**src/rtl/core/brc_pkg.sv**
```systemverilog
// Shared types and constants for the boolean relation composition block.
package brc_pkg;

    localparam int ROW_W      = 16;
    localparam int ROW_NUM_W  = 4;
    localparam int DIM_W      = 5;
    localparam int OP_W       = 2;
    localparam int CFG_IDX_W  = 2;
    localparam int QUEUE_DEPTH = 4;
    localparam int IN_TDATA_W  = 24;
    localparam int OUT_TDATA_W = 24;

    localparam logic [DIM_W-1:0] DIM_RESET = 5'd16;

    typedef enum logic [OP_W-1:0] {
        OP_LOAD_LEFT  = 2'd0,
        OP_LOAD_RIGHT = 2'd1,
        OP_COMPUTE    = 2'd2,
        OP_UNUSED     = 2'd3
    } op_t;

    typedef enum logic [CFG_IDX_W-1:0] {
        CFG_LEFT_ROW_COUNT     = 2'd0,
        CFG_INNER_DIMENSION    = 2'd1,
        CFG_RIGHT_COLUMN_COUNT = 2'd2,
        CFG_NONE               = 2'd3
    } cfg_index_t;

    typedef enum logic {
        STATUS_OK        = 1'b0,
        STATUS_EMPTY_DIM = 1'b1
    } status_t;

    typedef enum logic [1:0] {
        KIND_LOAD_LEFT  = 2'd0,
        KIND_LOAD_RIGHT = 2'd1,
        KIND_COMPUTE    = 2'd2
    } cmd_kind_t;

    typedef struct packed {
        cmd_kind_t              kind;
        logic [ROW_NUM_W-1:0]   row;
        logic [ROW_W-1:0]       data;
    } cmd_t;

    typedef struct packed {
        logic [DIM_W-1:0] row_count;
        logic [DIM_W-1:0] inner;
        logic [DIM_W-1:0] col_count;
    } dims_t;

    typedef enum logic {
        ST_IDLE = 1'b0,
        ST_RUN  = 1'b1
    } state_t;

endpackage

```
**src/rtl/core/brc_front.sv**
```systemverilog
// Front end: configuration registers, request classification and queue push.
module brc_front #(
    parameter int MAX_DIM = 16
) (
    input  logic                            aclk,
    input  logic                            aresetn,
    input  logic                            cfg_valid,
    output logic                            cfg_ready,
    input  logic [brc_pkg::CFG_IDX_W-1:0]   cfg_index,
    input  logic [brc_pkg::DIM_W-1:0]       cfg_data,
    input  logic                            s_tvalid,
    output logic                            s_tready,
    input  logic [brc_pkg::IN_TDATA_W-1:0]  s_tdata,
    input  logic [brc_pkg::OP_W-1:0]        s_tuser,
    input  logic                            q_full,
    output logic                            q_push,
    output brc_pkg::cmd_t                   q_cmd,
    output brc_pkg::dims_t                  dims
);

    localparam int DIM_LIM = (MAX_DIM < brc_pkg::ROW_W) ? MAX_DIM : brc_pkg::ROW_W;
    localparam logic [brc_pkg::DIM_W-1:0] LIM = brc_pkg::DIM_W'(DIM_LIM);

    logic [brc_pkg::DIM_W-1:0] left_row_count_reg;
    logic [brc_pkg::DIM_W-1:0] inner_dimension_reg;
    logic [brc_pkg::DIM_W-1:0] right_column_count_reg;
    logic                      keep;
    brc_pkg::op_t              op;

    function automatic logic [brc_pkg::DIM_W-1:0] cap_dim(input logic [brc_pkg::DIM_W-1:0] v);
        return (v > LIM) ? LIM : v;
    endfunction

    assign cfg_ready = 1'b1;

    always_ff @(posedge aclk) begin
        if (!aresetn) begin
            left_row_count_reg     <= brc_pkg::DIM_RESET;
            inner_dimension_reg    <= brc_pkg::DIM_RESET;
            right_column_count_reg <= brc_pkg::DIM_RESET;
        end else if (cfg_valid && cfg_ready) begin
            case (brc_pkg::cfg_index_t'(cfg_index))
                brc_pkg::CFG_LEFT_ROW_COUNT:     left_row_count_reg     <= cfg_data;
                brc_pkg::CFG_INNER_DIMENSION:    inner_dimension_reg    <= cfg_data;
                brc_pkg::CFG_RIGHT_COLUMN_COUNT: right_column_count_reg <= cfg_data;
                default: ;
            endcase
        end
    end

    assign dims.row_count = cap_dim(left_row_count_reg);
    assign dims.inner     = cap_dim(inner_dimension_reg);
    assign dims.col_count = cap_dim(right_column_count_reg);

    assign op       = brc_pkg::op_t'(s_tuser);
    assign s_tready = !q_full;

    always_comb begin
        q_cmd.row  = s_tdata[brc_pkg::ROW_NUM_W-1:0];
        q_cmd.data = s_tdata[brc_pkg::ROW_NUM_W +: brc_pkg::ROW_W];
        q_cmd.kind = brc_pkg::KIND_COMPUTE;
        keep       = 1'b0;
        case (op)
            brc_pkg::OP_LOAD_LEFT: begin
                q_cmd.kind = brc_pkg::KIND_LOAD_LEFT;
                keep       = {1'b0, q_cmd.row} < LIM;
            end
            brc_pkg::OP_LOAD_RIGHT: begin
                q_cmd.kind = brc_pkg::KIND_LOAD_RIGHT;
                keep       = {1'b0, q_cmd.row} < LIM;
            end
            brc_pkg::OP_COMPUTE: begin
                q_cmd.kind = brc_pkg::KIND_COMPUTE;
                keep       = 1'b1;
            end
            default: keep = 1'b0;
        endcase
    end

    assign q_push = s_tvalid && s_tready && keep;

endmodule

```
**src/rtl/core/brc_queue.sv**
```systemverilog
// Short request queue between the front end and the execution engine.
module brc_queue (
    input  logic          aclk,
    input  logic          aresetn,
    input  logic          push,
    input  brc_pkg::cmd_t push_cmd,
    output logic          full,
    input  logic          pop,
    output logic          not_empty,
    output brc_pkg::cmd_t head_cmd
);

    localparam int PTR_W = $clog2(brc_pkg::QUEUE_DEPTH);
    localparam int CNT_W = $clog2(brc_pkg::QUEUE_DEPTH + 1);

    brc_pkg::cmd_t     entry_mem [brc_pkg::QUEUE_DEPTH];
    logic [PTR_W-1:0]  wr_ptr_reg;
    logic [PTR_W-1:0]  rd_ptr_reg;
    logic [CNT_W-1:0]  count_reg;
    logic [CNT_W-1:0]  count_next;
    logic              do_push;
    logic              do_pop;

    assign full      = (count_reg == CNT_W'(brc_pkg::QUEUE_DEPTH));
    assign not_empty = (count_reg != '0);
    assign do_push   = push && !full;
    assign do_pop    = pop && not_empty;
    assign head_cmd  = entry_mem[rd_ptr_reg];

    always_comb begin
        count_next = count_reg;
        if (do_push && !do_pop) begin
            count_next = count_reg + CNT_W'(1);
        end else if (do_pop && !do_push) begin
            count_next = count_reg - CNT_W'(1);
        end
    end

    always_ff @(posedge aclk) begin
        if (do_push) begin
            entry_mem[wr_ptr_reg] <= push_cmd;
        end
    end

    always_ff @(posedge aclk) begin
        if (!aresetn) begin
            wr_ptr_reg <= '0;
            rd_ptr_reg <= '0;
            count_reg  <= '0;
        end else begin
            if (do_push) begin
                wr_ptr_reg <= wr_ptr_reg + PTR_W'(1);
            end
            if (do_pop) begin
                rd_ptr_reg <= rd_ptr_reg + PTR_W'(1);
            end
            count_reg <= count_next;
        end
    end

endmodule

```
**src/rtl/core/brc_back.sv**
```systemverilog
// Execution engine: matrix storage, row product sequencer and output register.
module brc_back #(
    parameter int MAX_DIM = 16
) (
    input  logic                             aclk,
    input  logic                             aresetn,
    input  brc_pkg::dims_t                   dims,
    input  logic                             q_valid,
    input  brc_pkg::cmd_t                    q_cmd,
    output logic                             q_pop,
    output logic                             m_tvalid,
    input  logic                             m_tready,
    output logic [brc_pkg::OUT_TDATA_W-1:0]  m_tdata,
    output logic [0:0]                       m_tuser,
    output logic                             m_tlast
);

    localparam int DIM_LIM = (MAX_DIM < brc_pkg::ROW_W) ? MAX_DIM : brc_pkg::ROW_W;
    localparam int IDX_W   = (DIM_LIM > 1) ? $clog2(DIM_LIM) : 1;
    localparam int PAD_W   = brc_pkg::OUT_TDATA_W - brc_pkg::ROW_NUM_W - brc_pkg::ROW_W;

    logic [brc_pkg::ROW_W-1:0]     left_mem  [DIM_LIM];
    logic [brc_pkg::ROW_W-1:0]     right_mem [DIM_LIM];

    brc_pkg::state_t               state_reg;
    brc_pkg::state_t               state_next;
    logic [brc_pkg::DIM_W-1:0]     row_cnt_reg;
    logic [brc_pkg::DIM_W-1:0]     row_cnt_next;

    logic                          out_valid_reg;
    logic [brc_pkg::ROW_NUM_W-1:0] out_row_reg;
    logic [brc_pkg::ROW_W-1:0]     out_data_reg;
    logic                          out_status_reg;
    logic                          out_last_reg;

    logic                          out_free;
    logic                          empty_dim;
    logic                          last_row;
    logic [brc_pkg::ROW_W-1:0]     left_row;
    logic [brc_pkg::ROW_W-1:0]     acc;
    logic [brc_pkg::ROW_W-1:0]     col_mask;

    logic                          wr_left;
    logic                          wr_right;
    logic                          emit;
    logic [brc_pkg::ROW_NUM_W-1:0] emit_row;
    logic [brc_pkg::ROW_W-1:0]     emit_data;
    brc_pkg::status_t              emit_status;
    logic                          emit_last;

    assign out_free  = !out_valid_reg || m_tready;
    assign empty_dim = (dims.row_count == '0) || (dims.inner == '0) ||
                       (dims.col_count == '0);
    assign last_row  = (row_cnt_reg + brc_pkg::DIM_W'(1)) == dims.row_count;
    assign left_row  = left_mem[row_cnt_reg[IDX_W-1:0]];

    always_comb begin
        acc = '0;
        for (int k = 0; k < DIM_LIM; k++) begin
            if (left_row[k] && (brc_pkg::DIM_W'(k) < dims.inner)) begin
                acc = acc | right_mem[k];
            end
        end
        for (int j = 0; j < brc_pkg::ROW_W; j++) begin
            col_mask[j] = brc_pkg::DIM_W'(j) < dims.col_count;
        end
    end

    always_comb begin
        state_next   = state_reg;
        row_cnt_next = row_cnt_reg;
        case (state_reg)
            brc_pkg::ST_IDLE: begin
                if (q_valid && (q_cmd.kind == brc_pkg::KIND_COMPUTE) && !empty_dim) begin
                    state_next   = brc_pkg::ST_RUN;
                    row_cnt_next = '0;
                end
            end
            brc_pkg::ST_RUN: begin
                if (out_free) begin
                    row_cnt_next = row_cnt_reg + brc_pkg::DIM_W'(1);
                    if (last_row) begin
                        state_next = brc_pkg::ST_IDLE;
                    end
                end
            end
            default: state_next = brc_pkg::ST_IDLE;
        endcase
    end

    always_comb begin
        q_pop       = 1'b0;
        wr_left     = 1'b0;
        wr_right    = 1'b0;
        emit        = 1'b0;
        emit_row    = row_cnt_reg[brc_pkg::ROW_NUM_W-1:0];
        emit_data   = acc & col_mask;
        emit_status = brc_pkg::STATUS_OK;
        emit_last   = last_row;
        case (state_reg)
            brc_pkg::ST_IDLE: begin
                if (q_valid) begin
                    case (q_cmd.kind)
                        brc_pkg::KIND_LOAD_LEFT: begin
                            q_pop   = 1'b1;
                            wr_left = 1'b1;
                        end
                        brc_pkg::KIND_LOAD_RIGHT: begin
                            q_pop    = 1'b1;
                            wr_right = 1'b1;
                        end
                        brc_pkg::KIND_COMPUTE: begin
                            if (!empty_dim) begin
                                q_pop = 1'b1;
                            end else if (out_free) begin
                                q_pop       = 1'b1;
                                emit        = 1'b1;
                                emit_row    = '0;
                                emit_data   = '0;
                                emit_status = brc_pkg::STATUS_EMPTY_DIM;
                                emit_last   = 1'b1;
                            end
                        end
                        default: q_pop = 1'b1;
                    endcase
                end
            end
            brc_pkg::ST_RUN: begin
                emit = out_free;
            end
            default: ;
        endcase
    end

    always_ff @(posedge aclk) begin
        if (wr_left) begin
            left_mem[q_cmd.row[IDX_W-1:0]] <= q_cmd.data;
        end
        if (wr_right) begin
            right_mem[q_cmd.row[IDX_W-1:0]] <= q_cmd.data;
        end
    end

    always_ff @(posedge aclk) begin
        if (!aresetn) begin
            state_reg     <= brc_pkg::ST_IDLE;
            row_cnt_reg   <= '0;
            out_valid_reg <= 1'b0;
        end else begin
            state_reg   <= state_next;
            row_cnt_reg <= row_cnt_next;
            if (emit) begin
                out_valid_reg <= 1'b1;
            end else if (m_tready) begin
                out_valid_reg <= 1'b0;
            end
        end
    end

    always_ff @(posedge aclk) begin
        if (emit) begin
            out_row_reg    <= emit_row;
            out_data_reg   <= emit_data;
            out_status_reg <= emit_status;
            out_last_reg   <= emit_last;
        end
    end

    assign m_tvalid = out_valid_reg;
    assign m_tdata  = {{PAD_W{1'b0}}, out_data_reg, out_row_reg};
    assign m_tuser  = out_status_reg;
    assign m_tlast  = out_last_reg;

endmodule

```
**src/rtl/core/boolean_relation_composition_top.sv**
```systemverilog
// Top level of the boolean relation composition block.
// Requests are accepted one per cycle while the four-entry request queue has room.
// A load is written at the edge that takes it from the queue.
// A product is popped into the run state and then gives one row per cycle while the output
// is not stalled, holding the engine until its last row; an error result is a single row.
// Reset clears queue, sequencer and output register and sets all dimensions to 16.
module boolean_relation_composition_top #(
    parameter int MAX_DIM = 16
) (
    input  logic                             aclk,
    input  logic                             aresetn,
    input  logic                             cfg_valid,
    output logic                             cfg_ready,
    input  logic [brc_pkg::CFG_IDX_W-1:0]    cfg_index,
    input  logic [brc_pkg::DIM_W-1:0]        cfg_data,
    input  logic                             s_tvalid,
    output logic                             s_tready,
    // [3:0] row_number, [19:4] row_data, [23:20] zero
    input  logic [brc_pkg::IN_TDATA_W-1:0]   s_tdata,
    // [1:0] operation
    input  logic [brc_pkg::OP_W-1:0]         s_tuser,
    output logic                             m_tvalid,
    input  logic                             m_tready,
    // [3:0] product_row_number, [19:4] product_row_data, [23:20] zero
    output logic [brc_pkg::OUT_TDATA_W-1:0]  m_tdata,
    // [0] status
    output logic [0:0]                       m_tuser,
    output logic                             m_tlast
);

    logic           q_full;
    logic           q_push;
    logic           q_pop;
    logic           q_not_empty;
    brc_pkg::cmd_t  push_cmd;
    brc_pkg::cmd_t  head_cmd;
    brc_pkg::dims_t dims;

    brc_front #(
        .MAX_DIM (MAX_DIM)
    ) u_front (
        .aclk      (aclk),
        .aresetn   (aresetn),
        .cfg_valid (cfg_valid),
        .cfg_ready (cfg_ready),
        .cfg_index (cfg_index),
        .cfg_data  (cfg_data),
        .s_tvalid  (s_tvalid),
        .s_tready  (s_tready),
        .s_tdata   (s_tdata),
        .s_tuser   (s_tuser),
        .q_full    (q_full),
        .q_push    (q_push),
        .q_cmd     (push_cmd),
        .dims      (dims)
    );

    brc_queue u_queue (
        .aclk      (aclk),
        .aresetn   (aresetn),
        .push      (q_push),
        .push_cmd  (push_cmd),
        .full      (q_full),
        .pop       (q_pop),
        .not_empty (q_not_empty),
        .head_cmd  (head_cmd)
    );

    brc_back #(
        .MAX_DIM (MAX_DIM)
    ) u_back (
        .aclk     (aclk),
        .aresetn  (aresetn),
        .dims     (dims),
        .q_valid  (q_not_empty),
        .q_cmd    (head_cmd),
        .q_pop    (q_pop),
        .m_tvalid (m_tvalid),
        .m_tready (m_tready),
        .m_tdata  (m_tdata),
        .m_tuser  (m_tuser),
        .m_tlast  (m_tlast)
    );

endmodule

```
**config.mk**
```make
export PLATFORM = sky130hd
export DESIGN_NAME = boolean_relation_composition_top
export DESIGN_NICKNAME = d
export VERILOG_FILES = /design/src/rtl/core/brc_pkg.sv /design/src/rtl/core/brc_front.sv /design/src/rtl/core/brc_queue.sv /design/src/rtl/core/brc_back.sv /design/src/rtl/core/boolean_relation_composition_top.sv
export SDC_FILE = /design/constraint.sdc
export NUM_CORES = 1
export LEC_CHECK = 0
export BUFFER_PORTS_ARGS = -buffer_cell sky130_fd_sc_hd__buf_2
export CORE_MARGIN = 8
export CORE_UTILIZATION = 35
export CTS_CLUSTER_SIZE = 24
export DETAILED_ROUTE_END_ITERATION = 12
export HOLD_SLACK_MARGIN = 0.03
export PLACE_DENSITY_LB_ADDON = 0.15
export SLEW_MARGIN = 10
export SYNTH_ARGS = -nofsm -noshare
export SYNTH_HDL_FRONTEND = slang
export SYNTH_SLANG_ARGS = --single-unit
```
**constraint.sdc**
```tcl
create_clock -name aclk -period 6.8 [get_ports aclk]
set_input_delay 0.34 -clock aclk [delete_from_list [all_inputs] [get_ports aclk]]
set_output_delay 0.34 -clock aclk [all_outputs]
set_load 0.02 [all_outputs]
```
* Word level (Yosys, flattened, before mapping)
Memory sizes are Yosys's and may differ from the RTL's. A register that Yosys moved wholly into a read port is not among the register bits.
Index checks and enable logic that the tools add are counted.
** Word-level totals
- Bits in latches :: 0
- Bits in read-only memories :: 0
- Logic and storage cells :: 201
- RAM bits :: 600
- Input port bits :: 38
- Memories kept :: 3
- Bits in registers :: 51
- Output and inout port bits :: 29
** Cells by class
- Equality and inequality tests :: 10
- Reduce and logical (&&, ||, !) cells :: 46
- Div/mod/pow operators :: 0
- Mux-type cells :: 72
- Add/sub/neg operators :: 5
- Bitwise operators :: 17
- Multiply operators :: 0
- $lt $le $gt $ge :: 35
- Shift operators :: 0
** Memory list
- u_back.left_mem :: depth 16, bits a word 16, rd ports 1, clocked after memory_dff 1, wr ports 1, RTL line brc_back.sv:22 : logic [brc_pkg::ROW_W-1:0] left_mem [DIM_LIM];
- u_back.right_mem :: depth 16, bits a word 16, rd ports 16, clocked after memory_dff 0, wr ports 1, RTL line brc_back.sv:23 : logic [brc_pkg::ROW_W-1:0] right_mem [DIM_LIM];
- u_queue.entry_mem :: depth 4, bits a word 22, rd ports 1, clocked after memory_dff 1, wr ports 1, RTL line brc_queue.sv:16 : brc_pkg::cmd_t entry_mem [brc_pkg::QUEUE_DEPTH];
** Operators by type and width (number)
- two-way mux 16 bit :: 21
- OR 16 bit :: 15
- < comparator 4 x 5 -> 1 bit, first input constant :: 16
- < comparator 3 x 5 -> 1 bit, first input constant :: 8
- two-way mux 1 bit :: 31
- two-way mux 4 bit :: 7
- two-way mux 5 bit :: 5
- logical AND 1 bit :: 24
- < comparator 1 x 5 -> 1 bit, first input constant :: 4
- < comparator 2 x 5 -> 1 bit, first input constant :: 4
- bitwise AND 16 bit :: 1
- > comparator 5 bit, second input constant :: 3
- logical NOT 5 bit :: 3
- case mux 5 bit (2 select lines) :: 1
- AND reduction 2 bit :: 4
- equality test 2 x 1 -> 1 bit, second input constant :: 3
- equality test 2 bit, second input constant :: 3
- logical NOT 2 bit :: 3
- two-way mux 3 bit :: 2
- adder 5 x 1 -> 5 bit, second input constant :: 1
- equality test 5 bit :: 1
- logical NOT 1 bit :: 5
- adder 2 x 1 -> 2 bit, second input constant :: 2
- two-way mux 2 bit :: 2
- other kinds (12) :: 16

* Longest topological paths before layout
- Depth after elaboration :: 41
- Mapped depth :: 13
- Depth with buffers taken out :: 10

* Modules after synthesis
From an unflattened synthesis, not the netlist that was laid out.
** Unflattened totals
- Cell total of the unflattened synthesis :: 1517
- Area, all modules :: 26112.5 µm²
** Modules (own cells, without submodules)
- brc_back :: seq. area each 16255.6 µm², area each 21600.7 µm², times used 1, cells each 1256
- brc_queue :: seq. area each 2822.7 µm², area each 3662.3 µm², times used 1, cells each 162
- brc_front :: seq. area each 300.3 µm², area each 849.6 µm², times used 1, cells each 99

* Worst setup path before layout
Ideal clock, no wire load.
- Kind :: register -> register
- Start point :: register u_front.inner_dimension_reg[2] (netlist name)
- End point :: register u_queue.count_reg[2]
- Cell stages (with the launch flop) :: 12
- Arrival :: 2.860 ns
- Clock period less this slack :: 2.935 ns
- Setup slack :: 3.865 ns
- Library setup time :: 0.076 ns
- Path buffers :: 1
- Required time :: 6.724 ns
- Cells stage by stage :: dfxtp_1 clkbuf_1 or3_1 nor3_1 a211oi_1 o31ai_1 ha_1 inv_1 fa_1 xor2_1 or3_1 a21boi_0
** Between the ends
- Cells in the longest elaborated chain, start to end :: 13
- Elaborated cells on any way between the ends :: 15
- Classes of those cells :: order compare: 1; mux: 6; reduce/logical: 8
** Ends and longest elaborated chain
- start: declaration :: RTL line brc_front.sv:25 : logic [brc_pkg::DIM_W-1:0] inner_dimension_reg;
- start signal: assignment :: RTL line brc_front.sv:39 : inner_dimension_reg <= brc_pkg::DIM_RESET;
- start signal: assignment :: RTL line brc_front.sv:44 : brc_pkg::CFG_INNER_DIMENSION: inner_dimension_reg <= cfg_data;
- > comparator 5 bit :: RTL line brc_front.sv:31 : return (v > LIM) ? LIM : v;
- two-way mux 5 bit * :: RTL line brc_front.sv:31
- logical NOT 5 bit * :: RTL line brc_back.sv:52 : assign empty_dim = (dims.row_count == '0) || (dims.inner == '0) ||
- logical OR 1 bit * (2 in series) :: RTL line brc_back.sv:52
- two-way mux 1 bit * :: RTL line brc_back.sv:113 : if (!empty_dim) begin
- two-way mux 1 bit * :: RTL line brc_back.sv:103 : case (q_cmd.kind)
- two-way mux 1 bit * :: RTL line brc_back.sv:102 : if (q_valid) begin
- two-way mux 1 bit * :: RTL line brc_back.sv:100 : case (state_reg)
- logical AND 1 bit * :: RTL line brc_queue.sv:27 : assign do_pop = pop && not_empty;
- logical NOT 1 bit :: RTL line brc_queue.sv:32 : if (do_push && !do_pop) begin
- logical AND 1 bit :: RTL line brc_queue.sv:32
- two-way mux 3 bit or nonzero test 2 bit (tied branches)
- end signal: assignment :: RTL line brc_queue.sv:57 : count_reg <= count_next;
- end: declaration :: RTL line brc_queue.sv:19 : logic [CNT_W-1:0] count_reg;
Mark *: on every way between the ends. The rest lies on a longest branch, timed or not.
A chain may end at the register's enable or synchronous reset.

==> results by group <==
Run status
  • Status: completed

Drt
  • Drt first pass iters: 6
  • Drt wl/cell: around 26 um
  • Vias per std cell: 5.259
  • Final antenna-violating net count: 0
  • WL final: around 68,000 um
  • # DRC: 0
  • Routed vias: 13,640
  • Iteration-0 DRC Markers: between 1,000 and 1,500

Place
  • RD Place Congestion: around 0.76
  • Buffers on Ports: 57
  • Post-DP HPWL: 40,530 um
  • Placed cell areas: 27,050 um2

STA
  • Hold Vio Cnt, Final: 0
  • Worst slew pin tran: 1.195 ns
  • RSZ-0062 raised after global routing: no
  • Rel. slew slack: between 10% and 20%
  • Final-report setup violation count: 0
  • Minimum clock period after layout: between 4 and 5 ns
  • Final setup TNS: 0 ns
  • Max Freq: ~0.25 GHz
  • Final period utilization: about 59%
  • Slew Limit Fails: 0
  • Clock Skews: a little under 0.03 ns

Floorplan
  • Initial core utilization: between 30% and 40%
  • Die Wd: 286.0 um
  • Die height: 286.0 um
  • Core area: ~73,000 um2
  • Row cnt: 99
  • Die area: 81,770 um2
  • I/O pin count: 67

Clock network
  • PostCTS Resize Cnt: 0
  • Clock Path Buffers: 3
  • Hold_buf cts: 21
  • Clock sinks: approximately 660
  • Root Buffer: clkbuf_16
  • Clk Latency, worst-skew pair: 0.62 ns
  • TritonCTS clock tree: yes
  • H-Tree Depth: 3
  • Post-CTS Repair Setup Buffers: 0
  • CTS clk-pin slew, worst paths: about 0.060 ns
  • TritonCTS Buffers: 71

Synthesis
  • Syn Std Cell Area: roughly 26,000 um2
  • Top-area cell type share of the netlist area: between 70% and 80%
  • Synth top area cells: edfxtp_1 73%, mux2i_1 3.6%, mux4_2 2.8%
  • Yosys cell types: about 80
  • Sequential-to-total area share from yosys stat: between 70% and 80%
  • Ys flop type: edfxtp_1
  • Mean area per synthesized cell: roughly 18 um2
  • Post-synth EDFFs: 622
  • FFs w/ async S/R, synth: 0%
  • Seq cells post-synth: approximately 660
  • Cell taking the most area after synthesis: edfxtp_1
  • Mapped Cells: roughly 1,400
  • Syn. warnings: 0

Final layout
  • Commonest cells after routing, fill and taps aside: 622 x edfxtp_1, 91 x mux2i_1, 74 x a22oi_1, 73 x clkbuf_16, 66 x nand2_1
  • Commonest non-fill, non-tap cell in the layout: edfxtp_1
  • Multi-input gate area: 5684 um2
  • Fin area: ~29,000 um2
  • Layout fillers: 6,654
  • Area Overhead vs Synth: 15.60%
  • Share of cells above drive strength 1: 18.52%
  • Area taken by flip-flops and latches: around 19,000 um2
  • Nets@finish: between 1,500 and 2,000

Pwr
  • Sw Pwr: 0.002937 W
  • Switching share of power: between 20% and 30%
  • Clock power share: between 30% and 40%
  • LEAKAGE: approximately 9.3 nW
  • Sequential share of power: approximately 49%
  • Comb power frac: ~16%
  • Pwr Total: 0.01059 W
  • Pwr Density: between 300 and 400 nW/um2
  • Peak VDD IR: 0.2121 mV
  • Internal power: 0.007651 W

Hold path
  • Worst min path class: in -> reg

Critical path
  • R2R setup slack: about 2.8 ns
  • Crit Path Max Fanout: between 40 and 50
  • Arrival @ worst endpoint: between 4 and 5 ns
  • Setup crit end kind: register
  • CP Class: reg -> reg
  • Setup crit start kind: register
  • Critical Path RT: 7.17 ns

Global route
  • Largest net degree at the start of global routing: 60
  • Remaining Overflow, GRT: 0
  • Number of global-route vias before repair: 14,060
  • Initial antenna violation count: 0
  • GRT Total Usage: about 16%
  • First-pass GRT wire length: 97,460 um

Run
  • Max_cap viols: 0
## per-layer routing
metal	share of wire [%]	GRT usage [%]	vias to the layer above
met5	0	0	-
met4	1.7	4.121	0
met3	6.0	3.086	92
met2	48	26.32	407
met1	45	22.57	7034
li1	-	-	6104
## area by class of cell
class | count | share of cell area, %
antenna | 3 | 0.02546
clock buffer | 94 | 6.531
clock inverter | 35 | 0.9930
inverter | 6 | 0.07638
multi-input combinational | 700 | 19.28
sequential | 657 | 65.75
tap | 959 | 4.069
timing repair buffer | 139 | 3.276
## stage by stage
stage / setup slack (ns) / cells / hold WS (ns) / util [%]
3_3_place_gp: 2.591 / 2440 / 0.5030 / 37.27
4_1_cts: 2.639 / 2590 / 0.04260 / 40.61
3_5_place_dp: 2.637 / 2440 / 0.5228 / 37.27
6_report: 2.772 / 2593 / 0.07504 / 40.62
2_1_floorplan: 3.865 / 1439 / 0.4389 / -
5_1_grt: 2.508 / 2590 / 0.06766 / 40.61
## power groups by stage
stage | clock (W) | combinational [W] | sequential [W]
5_1_grt | 0.00393 | 0.00188 | 0.00518
3_5_place_dp | 0 | 0.00176 | 0.00525
3_3_place_gp | 0 | 0.00173 | 0.00525
6_report | 0.00369 | 0.00174 | 0.00517
4_1_cts | 0.00377 | 0.00178 | 0.00517
2_1_floorplan | 0 | 0.00102 | 0.00522
## critical path, stage by stage (launching register included)
cell and delay [ns]:
dfxtp_4 0.75, buf_4 0.57, mux2i_1 0.26, a22o_1 0.17, nor3_1 0.08, buf_4 0.19
or2_1 0.47, a2111oi_0 0.85, nand4_1 0.18, o21a_1 0.22
## synth_stat cells, types with 22 or more instances
master and count:
nand4_1 30, mux4_2 32, buf_2 23, nor2_1 57
o21a_1 22, nor2b_1 34, nand2_1 66, clkbuf_1 26
edfxtp_1 622, a222oi_1 32, a21oi_1 22, dfxtp_1 35
mux2i_1 91, a22oi_1 74
## final timing paths
kind                   startpoint                              to  depth (start not counted)
max                      register          u_back.out_data_reg[3]                          9
min                   cfg_data[4]  u_front.inner_dimension_reg[4]                          3
max reg2reg              register          u_back.out_data_reg[3]                          9
min reg2reg  u_queue.count_reg[2]            u_queue.count_reg[2]                          2
## logic make-up after synthesis
kind of cell / synth area share, %
flip-flops: 75.97
AND/OR/NAND/NOR: 5.975
AO/OA/AOI/OAI: 7.530
multiplexers: 7.809
buffers and inverters: 1.933
XOR/XNOR: 0.3777
adder cells (fa/ha/maj): 0.3728
other: 0.02944
Note: power is estimated with default switching activity, not from simulation.
